File: src/hw/rtl/sadpcm_pkg.sv
// sadpcm_pkg: shared types, state codes and coefficient functions
// for the sound adpcm block decoder; no dependencies
package sadpcm_pkg;

	localparam int unsigned SampleW = 16;
	localparam int unsigned CoefW   = 8;
	localparam int unsigned ProdW   = SampleW + CoefW;
	localparam int unsigned SumW    = SampleW + 3;
	localparam int unsigned CoefSh  = 6;

	localparam logic [3:0] PosHeader = 4'd0;
	localparam logic [3:0] PosFlags  = 4'd1;
	localparam logic [3:0] PosLast   = 4'd15;
	localparam logic [3:0] PredMax   = 4'd4;

	localparam logic signed [SampleW-1:0] SatMax = 16'sh7fff;
	localparam logic signed [SampleW-1:0] SatMin = 16'sh8000;

	typedef struct packed {
		logic [7:0] data_byte;
		logic       start_of_sound;
	} in_item_t;

	typedef struct packed {
		logic signed [SampleW-1:0] first_sample;
		logic signed [SampleW-1:0] second_sample;
		logic                      block_end;
		logic                      loop_end_flag;
		logic                      loop_repeat_flag;
		logic                      loop_start_flag;
		logic                      bad_predictor;
	} out_item_t;

	typedef enum logic [2:0] {
		ST_IDLE,
		ST_MUL0,
		ST_ADD0,
		ST_MUL1,
		ST_ADD1,
		ST_OUT
	} ctrl_state_t;

	// controller to datapath
	typedef struct packed {
		logic accept;
		logic mul;
		logic add;
		logic nib_sel;
		logic load_out;
	} dp_cmd_t;

	// datapath to controller
	typedef struct packed {
		logic is_data;
		logic out_free;
	} dp_sts_t;

	// weight on the newer sample; predictors above four decode as zero
	function automatic logic signed [CoefW-1:0] coef_newer(input logic [3:0] pred);
		logic signed [CoefW-1:0] c;
		case (pred)
			4'd1:    c = 8'sd60;
			4'd2:    c = 8'sd115;
			4'd3:    c = 8'sd98;
			4'd4:    c = 8'sd122;
			default: c = 8'sd0;
		endcase
		return c;
	endfunction

	// weight on the older sample
	function automatic logic signed [CoefW-1:0] coef_older(input logic [3:0] pred);
		logic signed [CoefW-1:0] c;
		case (pred)
			4'd2:    c = -8'sd52;
			4'd3:    c = -8'sd55;
			4'd4:    c = -8'sd60;
			default: c = 8'sd0;
		endcase
		return c;
	endfunction

endpackage

File: src/hw/rtl/sound_adpcm_block_decoder_top.sv
// sound_adpcm_block_decoder_top: top level of the sound adpcm block decoder
// instantiates sadpcm_ctrl and sadpcm_dp; depends on sadpcm_pkg
//
// channel   direction  handshake              payload
// in        input      in_valid / in_ready    in_data   (in_item_t)
// out       output     out_valid / out_ready  out_data  (out_item_t)
//
// header and flags bytes are each accepted in the idle state and produce no transfer on out
// a data byte steps through accept, then multiply and add for the low
// nibble, then for the high nibble, then the load into the output register
// the add of each nibble needs the sample that the previous nibble produced
// a stalled out channel holds the decoder in its final step until the slot frees
// arst_n clears history, block position and header state, and empties the output
module sound_adpcm_block_decoder_top import sadpcm_pkg::*; (
	input  logic      clk,
	input  logic      arst_n,
	input  logic      in_valid,
	output logic      in_ready,
	input  in_item_t  in_data,
	output logic      out_valid,
	input  logic      out_ready,
	output out_item_t out_data
);

	dp_cmd_t cmd;
	dp_sts_t sts;

	// sequencer: one item in flight, steps the datapath through both nibbles
	sadpcm_ctrl u_ctrl (
		.clk      (clk),
		.arst_n   (arst_n),
		.in_valid (in_valid),
		.in_ready (in_ready),
		.sts      (sts),
		.cmd      (cmd)
	);

	// datapath: header state, predictor multiply, saturating add, output register
	sadpcm_dp u_dp (
		.clk       (clk),
		.arst_n    (arst_n),
		.cmd       (cmd),
		.sts       (sts),
		.in_data   (in_data),
		.out_valid (out_valid),
		.out_ready (out_ready),
		.out_data  (out_data)
	);

endmodule

File: src/hw/rtl/sadpcm_dp.sv
// sadpcm_dp: block header state, two-tap predictor datapath and output register
// depends on sadpcm_pkg
module sadpcm_dp import sadpcm_pkg::*; (
	input  logic      clk,
	input  logic      arst_n,
	input  dp_cmd_t   cmd,
	output dp_sts_t   sts,
	input  in_item_t  in_data,
	output logic      out_valid,
	input  logic      out_ready,
	output out_item_t out_data
);

	logic [3:0] pos_q;
	logic [3:0] shift_q;
	logic [3:0] pred_q;
	logic [7:0] flags_q;
	logic signed [SampleW-1:0] newer_q;
	logic signed [SampleW-1:0] older_q;
	logic signed [SampleW-1:0] first_q;
	logic [7:0] byte_q;
	logic       last_q;
	logic       out_valid_q;
	out_item_t  out_q;

	logic signed [SampleW-1:0] val_s1;
	logic signed [ProdW-1:0]   prod0_s1;
	logic signed [ProdW-1:0]   prod1_s1;

	logic [3:0]                pos_eff;
	logic [3:0]                nib;
	logic signed [SampleW-1:0] nib_top;
	logic signed [SumW-1:0]    sum;
	logic signed [SampleW-1:0] sat;

	// start of sound restarts the block
	assign pos_eff = in_data.start_of_sound ? PosHeader : pos_q;

	assign sts.is_data  = (pos_eff != PosHeader) && (pos_eff != PosFlags);
	assign sts.out_free = !out_valid_q || out_ready;

	assign nib     = cmd.nib_sel ? byte_q[7:4] : byte_q[3:0];
	assign nib_top = {nib, 12'b0};

	always_comb begin
		sum = SumW'(val_s1) + SumW'(prod0_s1 >>> CoefSh) + SumW'(prod1_s1 >>> CoefSh);
		if (sum > SumW'(SatMax)) begin
			sat = SatMax;
		end else if (sum < SumW'(SatMin)) begin
			sat = SatMin;
		end else begin
			sat = sum[SampleW-1:0];
		end
	end

	// header state and history
	always_ff @(posedge clk or negedge arst_n) begin
		if (!arst_n) begin
			pos_q   <= '0;
			shift_q <= '0;
			pred_q  <= '0;
			flags_q <= '0;
			newer_q <= '0;
			older_q <= '0;
		end else begin
			if (cmd.accept) begin
				pos_q <= pos_eff + 4'd1;
				if (in_data.start_of_sound) begin
					newer_q <= '0;
					older_q <= '0;
				end
				if (pos_eff == PosHeader) begin
					shift_q <= in_data.data_byte[3:0];
					pred_q  <= in_data.data_byte[7:4];
				end else if (pos_eff == PosFlags) begin
					flags_q <= in_data.data_byte;
				end
			end
			if (cmd.add) begin
				older_q <= newer_q;
				newer_q <= sat;
			end
		end
	end

	always_ff @(posedge clk) begin
		if (cmd.accept) begin
			byte_q <= in_data.data_byte;
			last_q <= (pos_eff == PosLast);
		end
		if (cmd.mul) begin
			val_s1   <= nib_top >>> shift_q;
			prod0_s1 <= newer_q * coef_newer(pred_q);
			prod1_s1 <= older_q * coef_older(pred_q);
		end
		if (cmd.add && !cmd.nib_sel) begin
			first_q <= sat;
		end
		if (cmd.load_out) begin
			out_q.first_sample     <= first_q;
			out_q.second_sample    <= newer_q;
			out_q.block_end        <= last_q;
			out_q.loop_end_flag    <= flags_q[0];
			out_q.loop_repeat_flag <= flags_q[1];
			out_q.loop_start_flag  <= flags_q[2];
			out_q.bad_predictor    <= (pred_q > PredMax);
		end
	end

	always_ff @(posedge clk or negedge arst_n) begin
		if (!arst_n) begin
			out_valid_q <= 1'b0;
		end else if (cmd.load_out) begin
			out_valid_q <= 1'b1;
		end else if (out_ready) begin
			out_valid_q <= 1'b0;
		end
	end

	assign out_valid = out_valid_q;
	assign out_data  = out_q;

	a_load_into_free_slot: assert property (@(posedge clk) disable iff (!arst_n)
		cmd.load_out |-> (!out_valid_q || out_ready))
		else $error("result loaded over an untaken result");

	a_history_holds: assert property (@(posedge clk) disable iff (!arst_n)
		(!cmd.accept && !cmd.add) |=> $stable(newer_q) && $stable(older_q))
		else $error("history changed with no byte or add step");

	a_restart_position: assert property (@(posedge clk) disable iff (!arst_n)
		(cmd.accept && in_data.start_of_sound) |=> (pos_q == PosFlags))
		else $error("start of sound did not restart the block position");

endmodule

File: src/hw/rtl/sadpcm_ctrl.sv
// sadpcm_ctrl: sequencer for one data byte, two nibbles of multiply then add
// depends on sadpcm_pkg
module sadpcm_ctrl import sadpcm_pkg::*; (
	input  logic    clk,
	input  logic    arst_n,
	input  logic    in_valid,
	output logic    in_ready,
	input  dp_sts_t sts,
	output dp_cmd_t cmd
);

	ctrl_state_t state_q;
	ctrl_state_t state_d;

	always_ff @(posedge clk or negedge arst_n) begin
		if (!arst_n) begin
			state_q <= ST_IDLE;
		end else begin
			state_q <= state_d;
		end
	end

	always_comb begin
		state_d  = state_q;
		cmd      = '0;
		in_ready = 1'b0;
		case (state_q)
			ST_IDLE: begin
				in_ready   = 1'b1;
				cmd.accept = in_valid;
				if (in_valid && sts.is_data) begin
					state_d = ST_MUL0;
				end
			end
			ST_MUL0: begin
				cmd.mul = 1'b1;
				state_d = ST_ADD0;
			end
			ST_ADD0: begin
				cmd.add = 1'b1;
				state_d = ST_MUL1;
			end
			ST_MUL1: begin
				cmd.mul     = 1'b1;
				cmd.nib_sel = 1'b1;
				state_d     = ST_ADD1;
			end
			ST_ADD1: begin
				cmd.add     = 1'b1;
				cmd.nib_sel = 1'b1;
				state_d     = ST_OUT;
			end
			ST_OUT: begin
				if (sts.out_free) begin
					cmd.load_out = 1'b1;
					state_d      = ST_IDLE;
				end
			end
			default: begin
				state_d = ST_IDLE;
			end
		endcase
	end

	a_data_starts_decode: assert property (@(posedge clk) disable iff (!arst_n)
		(in_valid && in_ready && sts.is_data) |=> (state_q == ST_MUL0))
		else $error("data byte did not start the decode sequence");

	a_header_no_result: assert property (@(posedge clk) disable iff (!arst_n)
		(in_valid && in_ready && !sts.is_data) |=> (state_q == ST_IDLE))
		else $error("header or flags byte started a decode");

	a_add_follows_mul: assert property (@(posedge clk) disable iff (!arst_n)
		cmd.mul |=> cmd.add && $stable(cmd.nib_sel))
		else $error("multiply step not followed by its add step");

endmodule
File: config.mk
export PLATFORM = sky130hd
export DESIGN_NAME = sound_adpcm_block_decoder_top
export DESIGN_NICKNAME = d
export VERILOG_FILES = /design/src/hw/rtl/sadpcm_pkg.sv /design/src/hw/rtl/sound_adpcm_block_decoder_top.sv /design/src/hw/rtl/sadpcm_dp.sv /design/src/hw/rtl/sadpcm_ctrl.sv
export SDC_FILE = /design/constraint.sdc
export NUM_CORES = 1
export LEC_CHECK = 0
export BUFFER_PORTS_ARGS = -buffer_cell sky130_fd_sc_hd__buf_4
export CORE_AREA = 2 2 193 195
export CTS_CLUSTER_SIZE = 12
export DETAILED_ROUTE_END_ITERATION = 10
export DIE_AREA = 0 0 195 197
export GPL_TIMING_DRIVEN = 0
export SLEW_MARGIN = 0
export SYNTH_ARGS = -nofsm -noshare
export SYNTH_HDL_FRONTEND = slang
export SYNTH_HIERARCHICAL = 1
export SYNTH_SLANG_ARGS = --single-unit
File: constraint.sdc
create_clock -name clk -period 7.2 [get_ports clk]
set_clock_uncertainty 0.2 [all_clocks]
set_input_delay 0.36 -clock clk [delete_from_list [all_inputs] [get_ports clk]]
set_output_delay 0.36 -clock clk [all_outputs]
set_load 0.02 [all_outputs]
==> results of run 1 <==
-- worst paths after layout --
| path | startpoint | endpoint | slack (ns) |
|---|---|---|---|
| max in group asynchronous | arst_n | u_dp/older_q[14]$_DFFE_PN0P_ | 5.99 |
| setup / recovery | u_dp/pred_q[2]$_DFFE_PN0P_ | u_dp/prod0_s1[22]$_DFFE_PP_ | 0.39 |
| setup reg to reg | u_dp/pred_q[2]$_DFFE_PN0P_ | u_dp/prod0_s1[22]$_DFFE_PP_ | 0.39 |
| hold reg to reg | u_dp/first_q[9]$_DFFE_PP_ | u_dp/out_data[30]$_DFFE_PP_ | 0.22 |
| min in group asynchronous | arst_n | u_dp/flags_q[1]$_DFFE_PN0P_ | 0.32 |
| hold / removal | out_ready | u_dp/out_valid$_DFFE_PN0P_ | 0.09 |
-- timing repair --
item                       4_1_cts  5_1_grt
hold buffers                    10        0
hold endpoints to repair        71        0
setup endpoints to repair        1        6
pin swaps                        0        0
gates resized for setup          1        8
-- Yosys cell counts (3+ instances only) --
cell type,count,share of area (%)
inv_1,254,6.7
fa_1,154,22
ha_1,139,12
edfxtp_1,114,24
nand2_1,110,2.9
and2_1,62,2.7
o21ai_0,55,1.9
dfrtp_1,51,8.9
nor2_1,51,1.3
a21oi_1,43,1.5
xnor2_1,39,2.4
clkbuf_1,31,0.81
a22o_1,20,1.2
xor2_1,19,1.2
nand2b_1,18,0.79
and3_1,17,0.74
nor3_1,16,0.56
a21o_1,13,0.68
mux2_2,13,1.0
o21a_1,10,0.52
mux2i_1,8,0.56
nand3_1,8,0.28
o311ai_2,7,0.79
or2_2,6,0.26
a21boi_0,5,0.26
o311ai_1,5,0.31
o31ai_1,5,0.26
buf_6,4,0.31
o21bai_1,4,0.21
a31o_2,3,0.18
a31oi_1,3,0.13
nor2b_1,3,0.13
or3_1,3,0.13
-- through the flow --
stage	cell area (um^2)	cells	hold slack, ns	setup TNS (ns)
final	16100	1896	0.0868	0
after global routing	16100	1896	0.0926	0
after CTS	16100	1896	0.0657	0
after detailed placement	15300	1854	0.205	-0.0274
after global placement	15300	1852	0.202	-4.49
after floorplan	14300	1333	-0.136	0
-- cell families after synthesis --
kind of cell / after synthesis / share of synthesized area, %
simple gates: 308 / 10.7
buf+inv: 293 / 7.95
fa+ha+maj: 293 / 33.7
compound gates: 193 / 9.41
flops: 165 / 32.8
xor+xnor: 59 / 3.74
mux: 22 / 1.74
-- cells in the final DEF, fill, tap and decap left out, types with 4 or more instances in the layout --
| master | n |
|---|---|
| a21boi_0 | 5 |
| a21o_1 | 13 |
| a21oi_1 | 43 |
| a22o_1 | 20 |
| and2_1 | 62 |
| and3_1 | 17 |
| buf_4 | 54 |
| buf_6 | 4 |
| clkbuf_1 | 30 |
| clkbuf_16 | 17 |
| dfrtp_1 | 51 |
| dlygate4sd3_1 | 10 |
| edfxtp_1 | 114 |
| fa_1 | 154 |
| ha_1 | 139 |
| inv_1 | 254 |
| inv_8 | 4 |
| mux2_2 | 13 |
| mux2i_1 | 8 |
| nand2_1 | 110 |
| nand2b_1 | 18 |
| nand3_1 | 8 |
| nor2_1 | 51 |
| nor3_1 | 13 |
| o21a_1 | 10 |
| o21ai_0 | 55 |
| o21bai_1 | 4 |
| o311ai_1 | 5 |
| o311ai_2 | 7 |
| o31ai_1 | 5 |
| or2_2 | 6 |
| xnor2_1 | 39 |
| xor2_1 | 19 |
-- per-layer routing --
metal | global-route usage [%] | up-vias
li1 | - | 4526
met1 | 25.0 | 4779
met2 | 28.1 | 216
met3 | 3.15 | 31
met4 | 4.47 | 0
met5 | 0 | -
-- state kept, by name (all words and copies together) (netlist names), 4 cells and up --
name	cells
u_dp/out_data	37
u_dp/prod0_s1	18
u_dp/prod1_s1	18
u_dp/first_q	16
u_dp/newer_q	16
u_dp/older_q	16
u_dp/val_s1	16
u_dp/byte_q	8
u_dp/pos_q	4
u_dp/pred_q	4
u_dp/shift_q	4
-- worst max-delay path: stages (launching register included) --
cell and delay, ns:
dfrtp_1 0.32, clkbuf_1 0.44, xnor2_1 0.15, nor3_2 0.44, clkbuf_1 0.59, o21ai_0 0.31
fa_1 0.51, fa_1 0.51, inv_1 0.04, ha_1 0.31, fa_1 0.48, ha_1 0.36
nor4bb_1 0.29, nand4_1 0.18, a31o_2 0.31, a31oi_1 0.47, a41oi_1 0.25, nand2b_1 0.16
a21oi_1 0.09, xnor2_1 0.13
-- area by class of cell --
| type | instances | share of cell area, % |
|---|---|---|
| Inverter | 254 | 5.93 |
| Timing Repair Buffer | 63 | 3.18 |
| Clock inverter | 14 | 1.17 |
| Buffer | 39 | 1.18 |
| Multi-Input combinational cell | 875 | 53.0 |
| Tap cell | 468 | 3.64 |
| Clock buffer | 18 | 2.67 |
| Sequential cell | 165 | 29.2 |
==> reports/qor.yml, run 1 <==
wl_met2_mm: 15.0
via_per_inst: 5.04
syn_nets: 1639
max_slew_margin_pct: 18.6
clkLatencyLatePin_ns: 0.43
die_area_um2: 38400
hold_class: "input pin to flop"
period_needed_ns: 6.81
postLayoutCoreUtil_pct: 44.3
clockBufferDepth: 2
io_pins: 52
drt-met1-wl_mm: 15.0
syn2layout_area_growth_pct: 12.2
grt_pass1_vias: 9443
fmax_mhz: 147
synth_cell_type_count: 64
path_class: "flop to flop"
seq_area_um2: 4700
avgSynthCellArea_um2: 10.7
start_util_pct: 39.5
drcViolationCount: 0
drtAntennaViolNets: 0
worstPathMaxFanout: 10
num_rows: 70
end_kind: "flop"
clk_pin_slew_worst_paths_ns: 0.07
n_antenna_cell: 0
postLayoutSetupSlackWorst_ns: 0.388
clock-sinks: 165
drt_wl_total_mm: 32.2
drv_cap: 0
tightest_slew_ns: 1.22
coreArea_um2: 36300
worstHoldPathCells: 3
reg2reg_depth: 19
cts_tree: "done"
dp_hpwl_mm: 26.1
cts_root_buf: "clkbuf_16"
top_layer_used: "met4"
grt_max_degree: 52
yosys_register_bits: 165
hold_viol_final: 0
nets: 1721
grt_pass1_wl_mm: 52.3
syn_inst: 1333
rsz0062_at_grt: "no"
wl_met3_mm: 1.68
outcome: "finished, final reports clean"
numCtsBuffers: 17
synth_edf_count: 114
firstDrtPassIters: 5
die_h_um: 197
setup_viol: 0
yosys_warnings: 6
finalCritPeriodShare_pct: 94.6
synthArstFlopShare_pct: 30.9
port_buffers: 51
wl_per_cell_um: 17.0
drive_gt1_share_pct: 9.59
arrival_ns: 6.79
fillers: 3443
start_kind: "flop"
synth_ff_type: "edfxtp_1"
multi_input_area_um2: 8520
postCtsSetupRepairBufs: 0
grt_usage_pct: 17.6
synth_seq_area_share_pct: 32.8
grt_overflow: 0
maxSlewViolCount: 0
die_x_um: 195
post-place-ws_ns: -0.0274
vias: 9552
drt_iter0_markers: 660
globalplace.congestion: 0.885
worstPathRequired_ns: 7.18
syn_area_um2: 14300
htreeDepth: 4
antenna_found_initial: 0
Power of run 1 is not shown: default switching activity piles up to over one toggle a cycle in this logic, so the estimate is an artifact.
==> inputs of run 2 (changes only) <==
--- a/config.mk
+++ b/config.mk
@@ -6,11 +6,13 @@
 export NUM_CORES = 1
 export LEC_CHECK = 0
 export BUFFER_PORTS_ARGS = -buffer_cell sky130_fd_sc_hd__buf_4
-export CORE_AREA = 2 2 193 195
+export CORE_AREA = 2 2 158 160
 export CTS_CLUSTER_SIZE = 12
 export DETAILED_ROUTE_END_ITERATION = 10
-export DIE_AREA = 0 0 195 197
+export DIE_AREA = 0 0 160 162
 export GPL_TIMING_DRIVEN = 0
+export PLACE_DENSITY = 0.8
+export SETUP_SLACK_MARGIN = 0.5
 export SLEW_MARGIN = 0
 export SYNTH_ARGS = -nofsm -noshare
 export SYNTH_HDL_FRONTEND = slang
==> run 2 against run 1 <==
Count of clock-buffer cells in the layout grew 1. Highest routed layer unchanged. Fmax grew 6.6%. Sequential share of layout area grew 0.39 points. Via count grew 4.4%. Register-to-register slack gained 0.42 ns. Core utilization grew 21 points. Critical path type unchanged. Die area shrank 33%. First-iteration DRC count grew 22%. Design area shrank 1.3%. Hold slack lost 0.025 ns.
==> reports/qor.yml, run 2 (same netlist as run 1, synthesis figures left out) <==
seq_area_um2: 4700
timing.rr.start: "u_dp/pred_q[3]$_DFFE_PN0P_"
io_pins: 52
max_slew_margin_pct: 13.5
clock-sinks: 165
clkLatencyLatePin_ns: 0.43
die_h_um: 162
grt_pass1_vias: 10400
htreeDepth: 4
port_buffers: 51
firstDrtPassIters: 6
grt_usage_pct: 26.0
postLayoutCoreUtil_pct: 65.8
num_rows: 57
worstPathRequired_ns: 7.19
die_area_um2: 25900
drtAntennaViolNets: 0
arrival_ns: 6.37
cp.depth: 20
syn2layout_area_growth_pct: 10.7
hold_viol_final: 0
cts_root_buf: "clkbuf_16"
start_util_pct: 59.4
tightest_slew_ns: 1.29
reg2reg_depth: 20
finalCritPeriodShare_pct: 88.7
period_needed_ns: 6.39
outcome: "finished, final reports clean"
drive_gt1_share_pct: 9.94
path_class: "flop to flop"
n_antenna_cell: 0
largest_register_ff_count: 37
layout_commonest_cell: "inv_1"
critPathTopFamily: "adder cells"
final_cell_mix: "inv_1 (254), fa_1 (154), ha_1 (139), edfxtp_1 (114), nand2_1 (110)"
clockBufferDepth: 2
rsz0062_at_grt: "yes"
wl_per_cell_um: 18.1
coreArea_um2: 24100
numCtsBuffers: 17
end_kind: "flop"
via_per_inst: 5.69
dp_hpwl_mm: 25.0
crit_buf_inv: 5
drcViolationCount: 0
r2r-end: "u_dp/prod1_s1[23]$_DFFE_PP_"
start_kind: "flop"
grt_pass1_wl_mm: 52.2
critical_path.endpoint: "u_dp/prod1_s1[23]$_DFFE_PP_"
fmax_mhz: 157
cpMaxStageDelayCell: "clkbuf_1"
grt_overflow: 0
worstPathMaxFanout: 10
nets: 1721
critPathLaunch: "u_dp/pred_q[3]$_DFFE_PN0P_"
reg2reg_slack_ns: 0.81
max_stage_delay_ns: 0.60
grt_max_degree: 52
maxSlewViolCount: 0
drt_iter0_markers: 803
vias: 9977
drv_cap: 0
die_x_um: 160
globalplace.congestion: 0.922
fillers: 1799
setup_tns_ns: 0
antenna_found_initial: 0
holdWs_ns: 0.0616
clk_pin_slew_worst_paths_ns: 0.07
cts_tree: "done"
drt_wl_total_mm: 31.7
hold_class: "input pin to flop"
setup_viol: 0
crit_chain: "clkbuf_1 > a21o_1 > inv_1 > clkbuf_2 > and2_1 > ha_1 > fa_1 > fa_1 > inv_1 > fa_1 > inv_1 > ha_1 > a21o_1 > a21o_1 > a21oi_1 > o21ai_0 > a221oi_1 > o31ai_1 > a21oi_1 > xnor2_1"
multi_input_area_um2: 8540
## run 2: final cells by class
type                            instances  share of cell area, %
Inverter                              254                   6.01
Buffer                                 39                   1.22
Sequential cell                       165                   29.6
Tap cell                              324                   2.56
Multi-Input combinational cell        875                   53.8
Clock inverter                         13                  0.757
Timing Repair Buffer                   63                   3.22
Clock buffer                           19                   2.79
## run 2: worst min path at each step
stage	end	slack (ns)	cells after the start	start
after floorplan	u_ctrl/state_q[0]$_DFFE_PN0P_	-0.14	0	arst_n
after global placement	u_dp/out_data[28]$_DFFE_PP_	0.20	0	u_dp/first_q[7]$_DFFE_PP_
after detailed placement	u_dp/out_data[32]$_DFFE_PP_	0.20	0	u_dp/first_q[11]$_DFFE_PP_
after CTS	u_dp/out_valid$_DFFE_PN0P_	0.05	3	out_ready
after global routing	u_dp/out_valid$_DFFE_PN0P_	0.08	3	out_ready
final	u_dp/out_valid$_DFFE_PN0P_	0.06	3	out_ready
## run 2: metal layers
layer | vias to the layer above | wire [um] | global-route usage (%) | part of all wire (%)
met5 | - | 0 | 0 | 0
met2 | 432 | 15100 | 42.1 | 47
li1 | 4523 | - | - | -
met4 | 0 | 1730 | 14.3 | 5.4
met1 | 4914 | 12700 | 34.0 | 40
met3 | 108 | 2220 | 4.14 | 7.0
## run 2: metrics by stage
| step | cell area (um^2) | setup slack (ns) | std cells |
|---|---|---|---|
| floorplan | 14300 | 1.22 | 1333 |
| detailed placement | 15200 | 0.0907 | 1710 |
| CTS | 15800 | 0.526 | 1752 |
| global route | 15900 | 0.447 | 1752 |
| finish | 15900 | 0.811 | 1752 |
| global placement | 15100 | -0.346 | 1708 |
## run 2: repair_timing
action / in CTS / in global routing
endpoints found under the setup margin: 8 / 12
hold endpoints to repair: 71 / 0
resized for setup: 5 / 15
hold buffers: 10 / 0
setup buffers: 0 / 0
## run 2: tightest hold or removal path, cell delays in order
cell	delay (ns)
buf_4	0.07
nand2b_1	0.15
nand2b_1	0.07
Power of run 2 is left out for the same reason.
==> inputs of run 3 (changes only) <==
--- a/config.mk
+++ b/config.mk
@@ -12,6 +12,7 @@
 export DIE_AREA = 0 0 160 162
 export GPL_TIMING_DRIVEN = 0
 export PLACE_DENSITY = 0.8
+export REMOVE_ABC_BUFFERS = 1
 export SETUP_SLACK_MARGIN = 0.5
 export SLEW_MARGIN = 0
 export SYNTH_ARGS = -nofsm -noshare
==> run 3 against run 2 <==
Worst setup slack worse by 0.043 ns. Highest routed layer unchanged. First-iteration DRC count shrank 25%. Count of clock-buffer cells in the layout unchanged. Fmax is 0.68% lower. Final cell count decreased by 1.6%. Critical path depth increased by 1. Die area did not move. Non-clock buffer count decreased by 29. Routed wire length down 3.8%. Critical endpoint is now u_dp/prod0_s1[22]$_DFFE_PP_. Design area about the same. Global-route usage down 0.56 points.
==> reports/qor.yml, run 3 (same netlist as run 1, synthesis figures left out) <==
outcome: "finished, final reports clean"
drcViolationCount: 0
arrival_ns: 6.42
clk_pin_slew_worst_paths_ns: 0.07
cts_tree: "done"
setup_viol: 0
worstPathMaxFanout: 21
coreArea_um2: 24100
die_x_um: 160
drive_gt1_share_pct: 10.4
grt_usage_pct: 25.5
hold_class: "input pin to flop"
grt_pass1_vias: 10400
grt_max_degree: 52
final_cell_mix: "inv_1 (253), fa_1 (154), ha_1 (139), edfxtp_1 (114), nand2_1 (110)"
clockBufferDepth: 2
drv_cap: 0
nets: 1693
firstDrtPassIters: 5
place_inst: 1677
layout_commonest_cell: "inv_1"
wl_per_cell_um: 17.7
die_area_um2: 25900
rsz0062_at_grt: "no"
stdcell_count: 1724
grt_pass1_wl_mm: 51.9
htreeDepth: 4
end_kind: "flop"
hold_viol_final: 0
drt_iter0_markers: 606
drtAntennaViolNets: 0
n_antenna_cell: 0
globalplace.congestion: 0.931
timing.rr.start: "u_dp/pred_q[0]$_DFFE_PN0P_"
numCtsBuffers: 17
via_per_inst: 5.61
io_pins: 52
cts_root_buf: "clkbuf_16"
path_class: "flop to flop"
reg2reg_depth: 21
fmax_mhz: 155
r2r-end: "u_dp/prod0_s1[22]$_DFFE_PP_"
whs_endpoint: "u_dp/out_valid$_DFFE_PN0P_"
period_needed_ns: 6.43
die_h_um: 162
max_slew_margin_pct: 19.1
antenna_found_initial: 0
port_buffers: 51
hold_start: "out_ready"
largest_register_ff_count: 37
num_rows: 57
worstPathRequired_ns: 7.19
drt_wl_total_mm: 30.5
reg2reg_slack_ns: 0.77
worstHoldPathCells: 3
start_util_pct: 59.4
maxSlewViolCount: 0
finalCritPeriodShare_pct: 89.3
clkLatencyLatePin_ns: 0.44
dp_hpwl_mm: 23.5
syn2layout_area_growth_pct: 10.6
start_kind: "flop"
tightest_slew_ns: 1.21
clock-sinks: 165
vias: 9675
grt_overflow: 0
==> run 3: what timing repair did <==
action / in CTS / in global routing
setup buffers: 4 / 0
gates resized for setup: 4 / 5
hold buffers: 10 / 0
setup endpoints to repair: 20 / 8
cloned: 1 / 0
endpoints found under the hold margin: 71 / 0
==> run 3: per-layer routing <==
layer  part of all wire, %  global-route usage [%]
met5                     0                       0
met1                    42                    33.1
met2                    50                    44.4
met3                   5.4                    4.39
met4                   2.3                    7.29
==> run 3: worst max path at each step <==
stage / start / endpoint / cells past startpoint
after floorplan: u_dp/pred_q[0]$_DFFE_PN0P_ / u_dp/prod0_s1[22]$_DFFE_PP_ / 19
after global placement: u_dp/pred_q[0]$_DFFE_PN0P_ / u_dp/prod0_s1[22]$_DFFE_PP_ / 16
after detailed placement: u_dp/pred_q[0]$_DFFE_PN0P_ / u_dp/prod0_s1[22]$_DFFE_PP_ / 22
after CTS: u_dp/pred_q[0]$_DFFE_PN0P_ / u_dp/prod0_s1[22]$_DFFE_PP_ / 21
after global routing: u_dp/pred_q[0]$_DFFE_PN0P_ / u_dp/prod0_s1[22]$_DFFE_PP_ / 21
final: u_dp/pred_q[0]$_DFFE_PN0P_ / u_dp/prod0_s1[22]$_DFFE_PP_ / 21
==> run 3: cell type report <==
type,instances,area (um^2)
multi-input combinational,875,8560
clock inverter,13,153
clock buffer,19,464
tap,324,405
timing repair buffer,73,597
timing repair inverter,1,7.51
inverter,254,957
fill,1874,8260
sequential,165,4700
==> run 3: through the flow <==
| stage | hold slack (ns) | cell area (um^2) | setup slack [ns] | TNS, ns | util, % |
|---|---|---|---|---|---|
| after floorplan | -0.136 | 14100 | 0.649 | 0 | - |
| after global placement | 0.201 | 14900 | -1.37 | -16.62 | 61.9 |
| after detailed placement | 0.205 | 15100 | -0.423 | -2.00 | 62.4 |
| after CTS | 0.0344 | 15800 | 0.650 | 0 | 65.6 |
| after global routing | 0.0770 | 15800 | 0.506 | 0 | 65.7 |
| final | 0.0601 | 15800 | 0.767 | 0 | 65.7 |
==> run 3: worst max-delay path, cell delays in order (launching register included) <==
cell and delay (ns):
dfrtp_4 0.63, xnor2_1 0.19, nor3_2 0.50, buf_4 0.34, and2_1 0.20, nor2_1 0.08
fa_1 0.53, inv_1 0.05, fa_1 0.47, fa_1 0.55, inv_1 0.06, fa_1 0.54
inv_1 0.05, ha_1 0.32, o21ai_0 0.13, a21o_1 0.19, a31o_2 0.23, a31oi_2 0.33
a41oi_1 0.21, nand2b_1 0.15, a21oi_1 0.09, xnor2_1 0.13
Power of run 3 is left out for the same reason.
